**src/design/deq_pkg.sv**
```systemverilog
package deq_pkg;

    // Sizes fixed by the item formats.
    localparam int DATA_W        = 32;
    localparam int OCC_W         = 5;
    localparam int DEPTH_DEFAULT = 16;

    // Request codes.
    typedef enum logic [1:0] {
        REQ_PUSH_FRONT = 2'd0,
        REQ_PUSH_BACK  = 2'd1,
        REQ_POP_FRONT  = 2'd2,
        REQ_POP_BACK   = 2'd3
    } req_type_t;

    // Outcome codes.
    typedef enum logic [1:0] {
        ST_OK        = 2'd0,
        ST_UNDERFLOW = 2'd1,
        ST_OVERFLOW  = 2'd2
    } status_t;

    // Controller states.
    typedef enum logic {
        CTRL_IDLE = 1'b0,
        CTRL_RESP = 1'b1
    } ctrl_state_t;

    // One input item.
    typedef struct packed {
        req_type_t                req_type;
        logic signed [DATA_W-1:0] push_value;
    } request_t;

    // One result item.
    typedef struct packed {
        status_t                  status;
        logic signed [DATA_W-1:0] popped_value;
        logic                     popped_valid;
        logic signed [DATA_W-1:0] front_value;
        logic signed [DATA_W-1:0] rear_value;
        logic                     is_empty;
        logic [OCC_W-1:0]         occupancy;
    } result_t;

endpackage

```
**src/design/double_ended_queue.sv**
```systemverilog
// The accepting edge moves the controller to its response state, from which done and the
// result are registered together.
// No new item is taken while busy; busy is high in the response state that follows each
// accepted item, in which a pop's memory read returns the slot that becomes the new end.
// The receiver cannot stall: each result is valid for one cycle only.
// Reset (rst_n low, asynchronous) empties the queue; slot contents are kept.
module double_ended_queue #(
    parameter int DEPTH = deq_pkg::DEPTH_DEFAULT
) (
    input  logic              clk,
    input  logic              rst_n,
    input  logic              start,
    output logic              busy,
    input  deq_pkg::request_t request,
    output deq_pkg::result_t  result,
    output logic              done
);

    import deq_pkg::*;

    localparam int AW = $clog2(DEPTH);

    logic              ram_wr_en;
    logic [AW-1:0]     ram_wr_addr;
    logic [DATA_W-1:0] ram_wr_data;
    logic              ram_rd_en;
    logic [AW-1:0]     ram_rd_addr;
    logic [DATA_W-1:0] ram_rd_data;

    // Pointer, count and end value control.
    deq_ctrl #(
        .DEPTH (DEPTH)
    ) u_ctrl (
        .clk         (clk),
        .rst_n       (rst_n),
        .start       (start),
        .busy        (busy),
        .request     (request),
        .result      (result),
        .done        (done),
        .ram_wr_en   (ram_wr_en),
        .ram_wr_addr (ram_wr_addr),
        .ram_wr_data (ram_wr_data),
        .ram_rd_en   (ram_rd_en),
        .ram_rd_addr (ram_rd_addr),
        .ram_rd_data (ram_rd_data)
    );

    // Slot storage for the ring.
    deq_ram #(
        .WIDTH (DATA_W),
        .DEPTH (DEPTH)
    ) u_slots (
        .clk     (clk),
        .wr_en   (ram_wr_en),
        .wr_addr (ram_wr_addr),
        .wr_data (ram_wr_data),
        .rd_en   (ram_rd_en),
        .rd_addr (ram_rd_addr),
        .rd_data (ram_rd_data)
    );

endmodule

```
**src/design/deq_ram.sv**
```systemverilog
module deq_ram #(
    parameter int WIDTH = 32,
    parameter int DEPTH = 16
) (
    input  logic                     clk,
    input  logic                     wr_en,
    input  logic [$clog2(DEPTH)-1:0] wr_addr,
    input  logic [WIDTH-1:0]         wr_data,
    input  logic                     rd_en,
    input  logic [$clog2(DEPTH)-1:0] rd_addr,
    output logic [WIDTH-1:0]         rd_data
);

    logic [WIDTH-1:0] mem [DEPTH];

    // One write port and one read port with registered read data.
    always_ff @(posedge clk)
    begin
        if (wr_en)
        begin
            mem[wr_addr] <= wr_data;
        end
        if (rd_en)
        begin
            rd_data <= mem[rd_addr];
        end
    end

endmodule

```
**src/design/deq_ctrl.sv**
```systemverilog
module deq_ctrl #(
    parameter int DEPTH = deq_pkg::DEPTH_DEFAULT
) (
    input  logic                     clk,
    input  logic                     rst_n,
    input  logic                     start,
    output logic                     busy,
    input  deq_pkg::request_t        request,
    output deq_pkg::result_t         result,
    output logic                     done,
    output logic                     ram_wr_en,
    output logic [$clog2(DEPTH)-1:0] ram_wr_addr,
    output logic [deq_pkg::DATA_W-1:0] ram_wr_data,
    output logic                     ram_rd_en,
    output logic [$clog2(DEPTH)-1:0] ram_rd_addr,
    input  logic [deq_pkg::DATA_W-1:0] ram_rd_data
);

    import deq_pkg::*;

    localparam int AW = $clog2(DEPTH);
    localparam int CW = $clog2(DEPTH + 1);
    localparam int SW = AW + 1;

    ctrl_state_t       state_reg, state_next;
    logic [AW-1:0]     head_reg, head_next;
    logic [CW-1:0]     count_reg, count_next;
    logic [DATA_W-1:0] front_reg, front_next;
    logic [DATA_W-1:0] rear_reg, rear_next;
    logic              fetch_front_reg, fetch_front_next;
    logic              fetch_rear_reg, fetch_rear_next;
    status_t           status_reg, status_next;
    logic [DATA_W-1:0] popped_reg, popped_next;
    logic              popped_ok_reg, popped_ok_next;
    result_t           result_reg, result_next;
    logic              done_reg, done_next;

    logic              accept;
    logic              is_full;
    logic              is_void;
    logic [AW-1:0]     head_dec;
    logic [AW-1:0]     head_inc;
    logic [SW-1:0]     back_sum;
    logic [SW-1:0]     back2_sum;
    logic [AW-1:0]     back_slot;
    logic [AW-1:0]     back2_slot;

    assign accept  = start && (state_reg == CTRL_IDLE);
    assign is_full = (count_reg == CW'(DEPTH));
    assign is_void = (count_reg == '0);

    // Ring index arithmetic around the head pointer.
    assign head_dec  = (head_reg == '0) ? AW'(DEPTH - 1) : head_reg - AW'(1);
    assign head_inc  = (head_reg == AW'(DEPTH - 1)) ? '0 : head_reg + AW'(1);
    assign back_sum  = {1'b0, head_reg} + SW'(count_reg);
    assign back2_sum = back_sum - SW'(2);
    assign back_slot = (back_sum >= SW'(DEPTH)) ? AW'(back_sum - SW'(DEPTH))
                                                : back_sum[AW-1:0];
    assign back2_slot = (back2_sum >= SW'(DEPTH)) ? AW'(back2_sum - SW'(DEPTH))
                                                  : back2_sum[AW-1:0];

    // Control registers.
    always_ff @(posedge clk or negedge rst_n)
    begin
        if (!rst_n)
        begin
            state_reg       <= CTRL_IDLE;
            head_reg        <= '0;
            count_reg       <= '0;
            fetch_front_reg <= 1'b0;
            fetch_rear_reg  <= 1'b0;
            done_reg        <= 1'b0;
        end
        else
        begin
            state_reg       <= state_next;
            head_reg        <= head_next;
            count_reg       <= count_next;
            fetch_front_reg <= fetch_front_next;
            fetch_rear_reg  <= fetch_rear_next;
            done_reg        <= done_next;
        end
    end

    // End value caches and the result register.
    always_ff @(posedge clk)
    begin
        front_reg     <= front_next;
        rear_reg      <= rear_next;
        status_reg    <= status_next;
        popped_reg    <= popped_next;
        popped_ok_reg <= popped_ok_next;
        result_reg    <= result_next;
    end

    // Request decode, memory access and result assembly.
    always_comb
    begin
        state_next       = state_reg;
        head_next        = head_reg;
        count_next       = count_reg;
        front_next       = front_reg;
        rear_next        = rear_reg;
        fetch_front_next = fetch_front_reg;
        fetch_rear_next  = fetch_rear_reg;
        status_next      = status_reg;
        popped_next      = popped_reg;
        popped_ok_next   = popped_ok_reg;
        result_next      = result_reg;
        done_next        = 1'b0;
        ram_wr_en        = 1'b0;
        ram_wr_addr      = head_dec;
        ram_wr_data      = request.push_value;
        ram_rd_en        = 1'b0;
        ram_rd_addr      = head_inc;

        case (state_reg)
            CTRL_IDLE:
            begin
                if (accept)
                begin
                    state_next       = CTRL_RESP;
                    status_next      = ST_OK;
                    popped_next      = '0;
                    popped_ok_next   = 1'b0;
                    fetch_front_next = 1'b0;
                    fetch_rear_next  = 1'b0;
                    case (request.req_type)
                        REQ_PUSH_FRONT:
                        begin
                            if (is_full)
                            begin
                                status_next = ST_OVERFLOW;
                            end
                            else
                            begin
                                ram_wr_en   = 1'b1;
                                ram_wr_addr = head_dec;
                                head_next   = head_dec;
                                count_next  = count_reg + CW'(1);
                                front_next  = request.push_value;
                                if (is_void)
                                begin
                                    rear_next = request.push_value;
                                end
                            end
                        end
                        REQ_PUSH_BACK:
                        begin
                            if (is_full)
                            begin
                                status_next = ST_OVERFLOW;
                            end
                            else
                            begin
                                ram_wr_en   = 1'b1;
                                ram_wr_addr = back_slot;
                                count_next  = count_reg + CW'(1);
                                rear_next   = request.push_value;
                                if (is_void)
                                begin
                                    front_next = request.push_value;
                                end
                            end
                        end
                        REQ_POP_FRONT:
                        begin
                            if (is_void)
                            begin
                                status_next = ST_UNDERFLOW;
                            end
                            else
                            begin
                                popped_next      = front_reg;
                                popped_ok_next   = 1'b1;
                                head_next        = head_inc;
                                count_next       = count_reg - CW'(1);
                                ram_rd_en        = 1'b1;
                                ram_rd_addr      = head_inc;
                                fetch_front_next = (count_reg != CW'(1));
                            end
                        end
                        REQ_POP_BACK:
                        begin
                            if (is_void)
                            begin
                                status_next = ST_UNDERFLOW;
                            end
                            else
                            begin
                                popped_next     = rear_reg;
                                popped_ok_next  = 1'b1;
                                count_next      = count_reg - CW'(1);
                                ram_rd_en       = 1'b1;
                                ram_rd_addr     = back2_slot;
                                fetch_rear_next = (count_reg != CW'(1));
                            end
                        end
                        default:
                        begin
                            status_next = ST_OK;
                        end
                    endcase
                end
            end
            CTRL_RESP:
            begin
                // The slot that becomes the new end arrives from memory now.
                if (fetch_front_reg)
                begin
                    front_next = ram_rd_data;
                end
                if (fetch_rear_reg)
                begin
                    rear_next = ram_rd_data;
                end
                result_next.status       = status_reg;
                result_next.popped_value = popped_reg;
                result_next.popped_valid = popped_ok_reg;
                result_next.front_value  = is_void ? '0 : front_next;
                result_next.rear_value   = is_void ? '0 : rear_next;
                result_next.is_empty     = is_void;
                result_next.occupancy    = OCC_W'(count_reg);
                done_next                = 1'b1;
                fetch_front_next         = 1'b0;
                fetch_rear_next          = 1'b0;
                state_next               = CTRL_IDLE;
            end
            default:
            begin
                state_next = CTRL_IDLE;
            end
        endcase
    end

    assign busy   = (state_reg == CTRL_RESP);
    assign result = result_reg;
    assign done   = done_reg;

    // The count never exceeds the ring size.
    a_count_bound: assert property (@(posedge clk) disable iff (!rst_n)
        count_reg <= CW'(DEPTH))
        else $error("entry count above ring size");

    // The head pointer stays inside the ring.
    a_head_bound: assert property (@(posedge clk) disable iff (!rst_n)
        head_reg <= AW'(DEPTH - 1))
        else $error("head pointer outside ring");

    // An accepted item always moves to the response state.
    a_accept_resp: assert property (@(posedge clk) disable iff (!rst_n)
        accept |=> (state_reg == CTRL_RESP))
        else $error("accepted item did not reach response state");

    // A result strobe only follows a response cycle.
    a_done_after_resp: assert property (@(posedge clk) disable iff (!rst_n)
        done_reg |-> $past(state_reg == CTRL_RESP))
        else $error("result strobe without response cycle");

    // No fetch is pending while the controller is idle.
    a_fetch_idle: assert property (@(posedge clk) disable iff (!rst_n)
        (state_reg == CTRL_IDLE) |-> !(fetch_front_reg || fetch_rear_reg))
        else $error("memory fetch pending while idle");

endmodule
```
**config.mk**
```make
export PLATFORM = sky130hd
export DESIGN_NAME = double_ended_queue
export DESIGN_NICKNAME = d
export VERILOG_FILES = /design/src/design/deq_pkg.sv /design/src/design/double_ended_queue.sv /design/src/design/deq_ram.sv /design/src/design/deq_ctrl.sv
export SDC_FILE = /design/constraint.sdc
export NUM_CORES = 1
export LEC_CHECK = 0
export BUFFER_PORTS_ARGS = -buffer_cell sky130_fd_sc_hd__buf_2
export CAP_MARGIN = 25
export CELL_PAD_IN_SITES_DETAIL_PLACEMENT = 1
export CELL_PAD_IN_SITES_GLOBAL_PLACEMENT = 1
export CORE_ASPECT_RATIO = 1.1
export CORE_MARGIN = 2
export CORE_UTILIZATION = 27
export CTS_BUF_LIST = sky130_fd_sc_hd__clkbuf_8
export DETAILED_ROUTE_END_ITERATION = 12
export PLACE_DENSITY = 0.46
export REMOVE_ABC_BUFFERS = 1
export SETUP_SLACK_MARGIN = 0.3
export SYNTH_ARGS = -nofsm -noshare
export SYNTH_HDL_FRONTEND = slang
export SYNTH_SLANG_ARGS = --single-unit
```
**constraint.sdc**
```tcl
create_clock -name clk -period 7 [get_ports clk]
set_clock_uncertainty 0.05 [all_clocks]
set_input_delay 1.05 -clock clk [delete_from_list [all_inputs] [get_ports clk]]
set_output_delay 1.05 -clock clk [all_outputs]
set_load 0.02 [all_outputs]
```
==> run metrics <==
Synth area leaders=edfxtp_1, mux2i_1, a21oi_1, nor2_1, and3_1; internal power=9.960 mW; final setup fails=0; WL per Instance=27.19 µm; ys flop type=edfxtp_1; # nets final=~2.6k; Worst EP arrival=5720 ps; RePlAce Congestion=0.8044; P&R area growth vs syn=16.52%; startpoint class of the critical path=flip-flop; area leader, netlist=edfxtp_1; final hold slack=around 360 ps; largest net degree at the start of global routing=77; Site Rows=134; Post-Route WL=approximately 120,000 µm; Post-Place Cell Area=35,560 µm²; total CTS buffers=141; sw power=7.464 mW; Total GRT Usage=0.1864; Die Y=369.3 µm; combinational power share=0.432; HPWL Detailed=around 68,000 µm; Avg Inst Size Synth=about 14 µm²; post-synthesis cell area=32,750 µm²; sequential power share=0.338; Power per Cell Area=456.6 nW/µm²; vias=21.94k; sequential share of the synthesized area=0.6958; H-tree Lvls=4; Initial Util=0.2709; status=complete, no violations; Post-CTS Hold Buffers=1; DRT Pass-1 Iters=5; switching share of power=0.4284; Clock Sinks=761; CTS tree=done; first-pass GRT wire length=166,800 µm; share of cells above drive strength 1=0.1796; I/O Pins=between 100 and 150; placed cell count=about 4k; Hold Crit Class=flip-flop to flip-flop; Async SR Flop Fraction=0.01708; Max Clk Rate=0.1926 GHz; die area=roughly 120,000 µm²; top-count cell post-synth=edfxtp_1; post-CTS setup buffer count=0; Post-synth top cells=edfxtp_1, a21oi_1, nor2_1; Core Region=120,900 µm²; clk_lat worst skew=830 ps; DRT iter0 DRCs=between 1k and 1.5k; unrepaired setup endpoints after global routing=false; post-route worst setup slack=roughly 1800 ps; Final Max Slew Viols=0; Max-Slew Margin vs Limit=0.3006; number of flops mapped to enable cells by yosys=748; Lkg Pwr=13.02 nW; Crit Path Max Fanout=37; area share of the largest cell type after synthesis=0.6859; port bufs=143; Antenna Nets Post-Route=0; Crit path required time=7530 ps; Synth Register Bits=761; Netlist cell types=85; max reg flops=between 500 and 600; clock network power share=0.230; fin cells=roughly 4.3k; Peak VDD IR=356.1 µV; Mapped Cells=2,351; Critical Path Sink Type=flip-flop; vias in the first global route=23.63k; Hold Vio Cnt, Final=0; DRC=0; Setup CP Type=flip-flop to flip-flop; design area=38,160 µm²; DP Worst Slack=1829 ps; antenna violations before repair=5; Final Cycle Share=0.7417; Max-cap violations=0; Congestion Overflow GR=0; Worst-path clk slew=60 ps; min Tclk post-route=5192 ps; Least-Margin Pin Slew=around 1000 ps; post-CTS sizing=0; Die W=336.1 µm; Ys Warns=0; via/cell ratio=between 5 and 6; Max clock buf depth=3; root buffer cell=clkbuf_8
-- placed cells by master, fill, tap and decap left out, types with 11 or more instances in the layout --
cell / count
a211oi_1: 26
o31ai_1: 37
buf_2: 142
nand2_1: 143
o22ai_1: 33
nand2b_1: 12
o41ai_1: 32
a21oi_1: 191
nor2_1: 160
clkinv_2: 19
a221oi_1: 20
o21ai_0: 57
a22o_1: 21
nand4_1: 25
inv_1: 73
and3_1: 96
mux2i_1: 121
o21bai_1: 39
buf_4: 75
a31oi_1: 13
or4_1: 46
nor3_1: 25
a311oi_1: 22
clkbuf_8: 145
a222oi_1: 11
a2bb2oi_1: 29
clkinv_1: 26
edfxtp_1: 748
a22oi_1: 21
nor3_2: 12
-- cell families after synthesis --
logic type | Yosys count | share of synthesized area
AOI/OAI and AO/OA | 633 | 0.1358
xor gates and xnor gates | 15 | 0.004700
adders and majority gates | 11 | 0.004432
buffers and inverters | 223 | 0.03068
DFF | 761 | 0.6958
muxes | 125 | 0.03855
and+or+nand+nor | 583 | 0.08998
-- layout make-up --
type	instances	area, µm²
Sequential cell	761	22790
Multi-Input combinational cell	1367	9185
Tap cell	1632	2042
Antenna cell	2	5.005
Clock inverter	103	551.8
Fill cell	12750	82730
Inverter	31	118.9
Timing Repair Buffer	227	1465
Clock buffer	145	1996
-- critical path, cell delays in order (launching register included) --
cell and delay, ps:
dfrtp_1 610, ha_4 280, fa_1 670, inv_1 120, ha_1 440, or4_1 980, and2_2 590, buf_12 290
o32ai_1 500, nor4_1 130, a31o_1 240
-- metrics by stage --
stage,utilization,power [mW],TNS [ps]
floorplan,-,10.09,-503860
global placement,0.2937,13.38,0
detailed placement,0.2941,13.54,0
CTS,0.3153,17.64,0
global route,0.3156,18.34,0
finish,0.3156,17.42,0
-- final timing paths --
path	start	to	slack, ps	cells after the start
max in group asynchronous	rst_n	u_ctrl.busy	6000	2
max reg2reg	u_ctrl.head_reg[0]	u_slots.rd_data[7]	1810	10
max	u_ctrl.head_reg[0]	u_slots.rd_data[7]	1810	10
min	u_ctrl.popped_reg[16]	u_ctrl.result[87]	360	0
min in group asynchronous	rst_n	u_ctrl.fetch_front_reg	610	2
min reg2reg	u_ctrl.popped_reg[16]	u_ctrl.result[87]	360	0
-- layer usage --
| layer | global-route usage | routed length (µm) | part of all wire | vias up |
|---|---|---|---|---|
| met1 | 0.2364 | 50220 | 0.43 | 11440 |
| met4 | 0.06959 | 3500 | 0.030 | 0 |
| met3 | 0.03155 | 5151 | 0.044 | 208 |
| li1 | - | - | - | 9707 |
| met5 | 0 | 0 | 0 | - |
| met2 | 0.3176 | 57200 | 0.49 | 581 |
-- power by group through the flow --
stage / Combinational (mW) / Clock, mW / Sequential [mW]
5_1_grt: 8.07 / 4.34 / 5.93
2_1_floorplan: 4.10 / 0 / 6.00
4_1_cts: 7.58 / 4.16 / 5.90
3_5_place_dp: 7.55 / 0 / 5.99
6_report: 7.52 / 4.01 / 5.89
3_3_place_gp: 7.41 / 0 / 5.97
No activity file was read; power rests on OpenSTA's default activity.
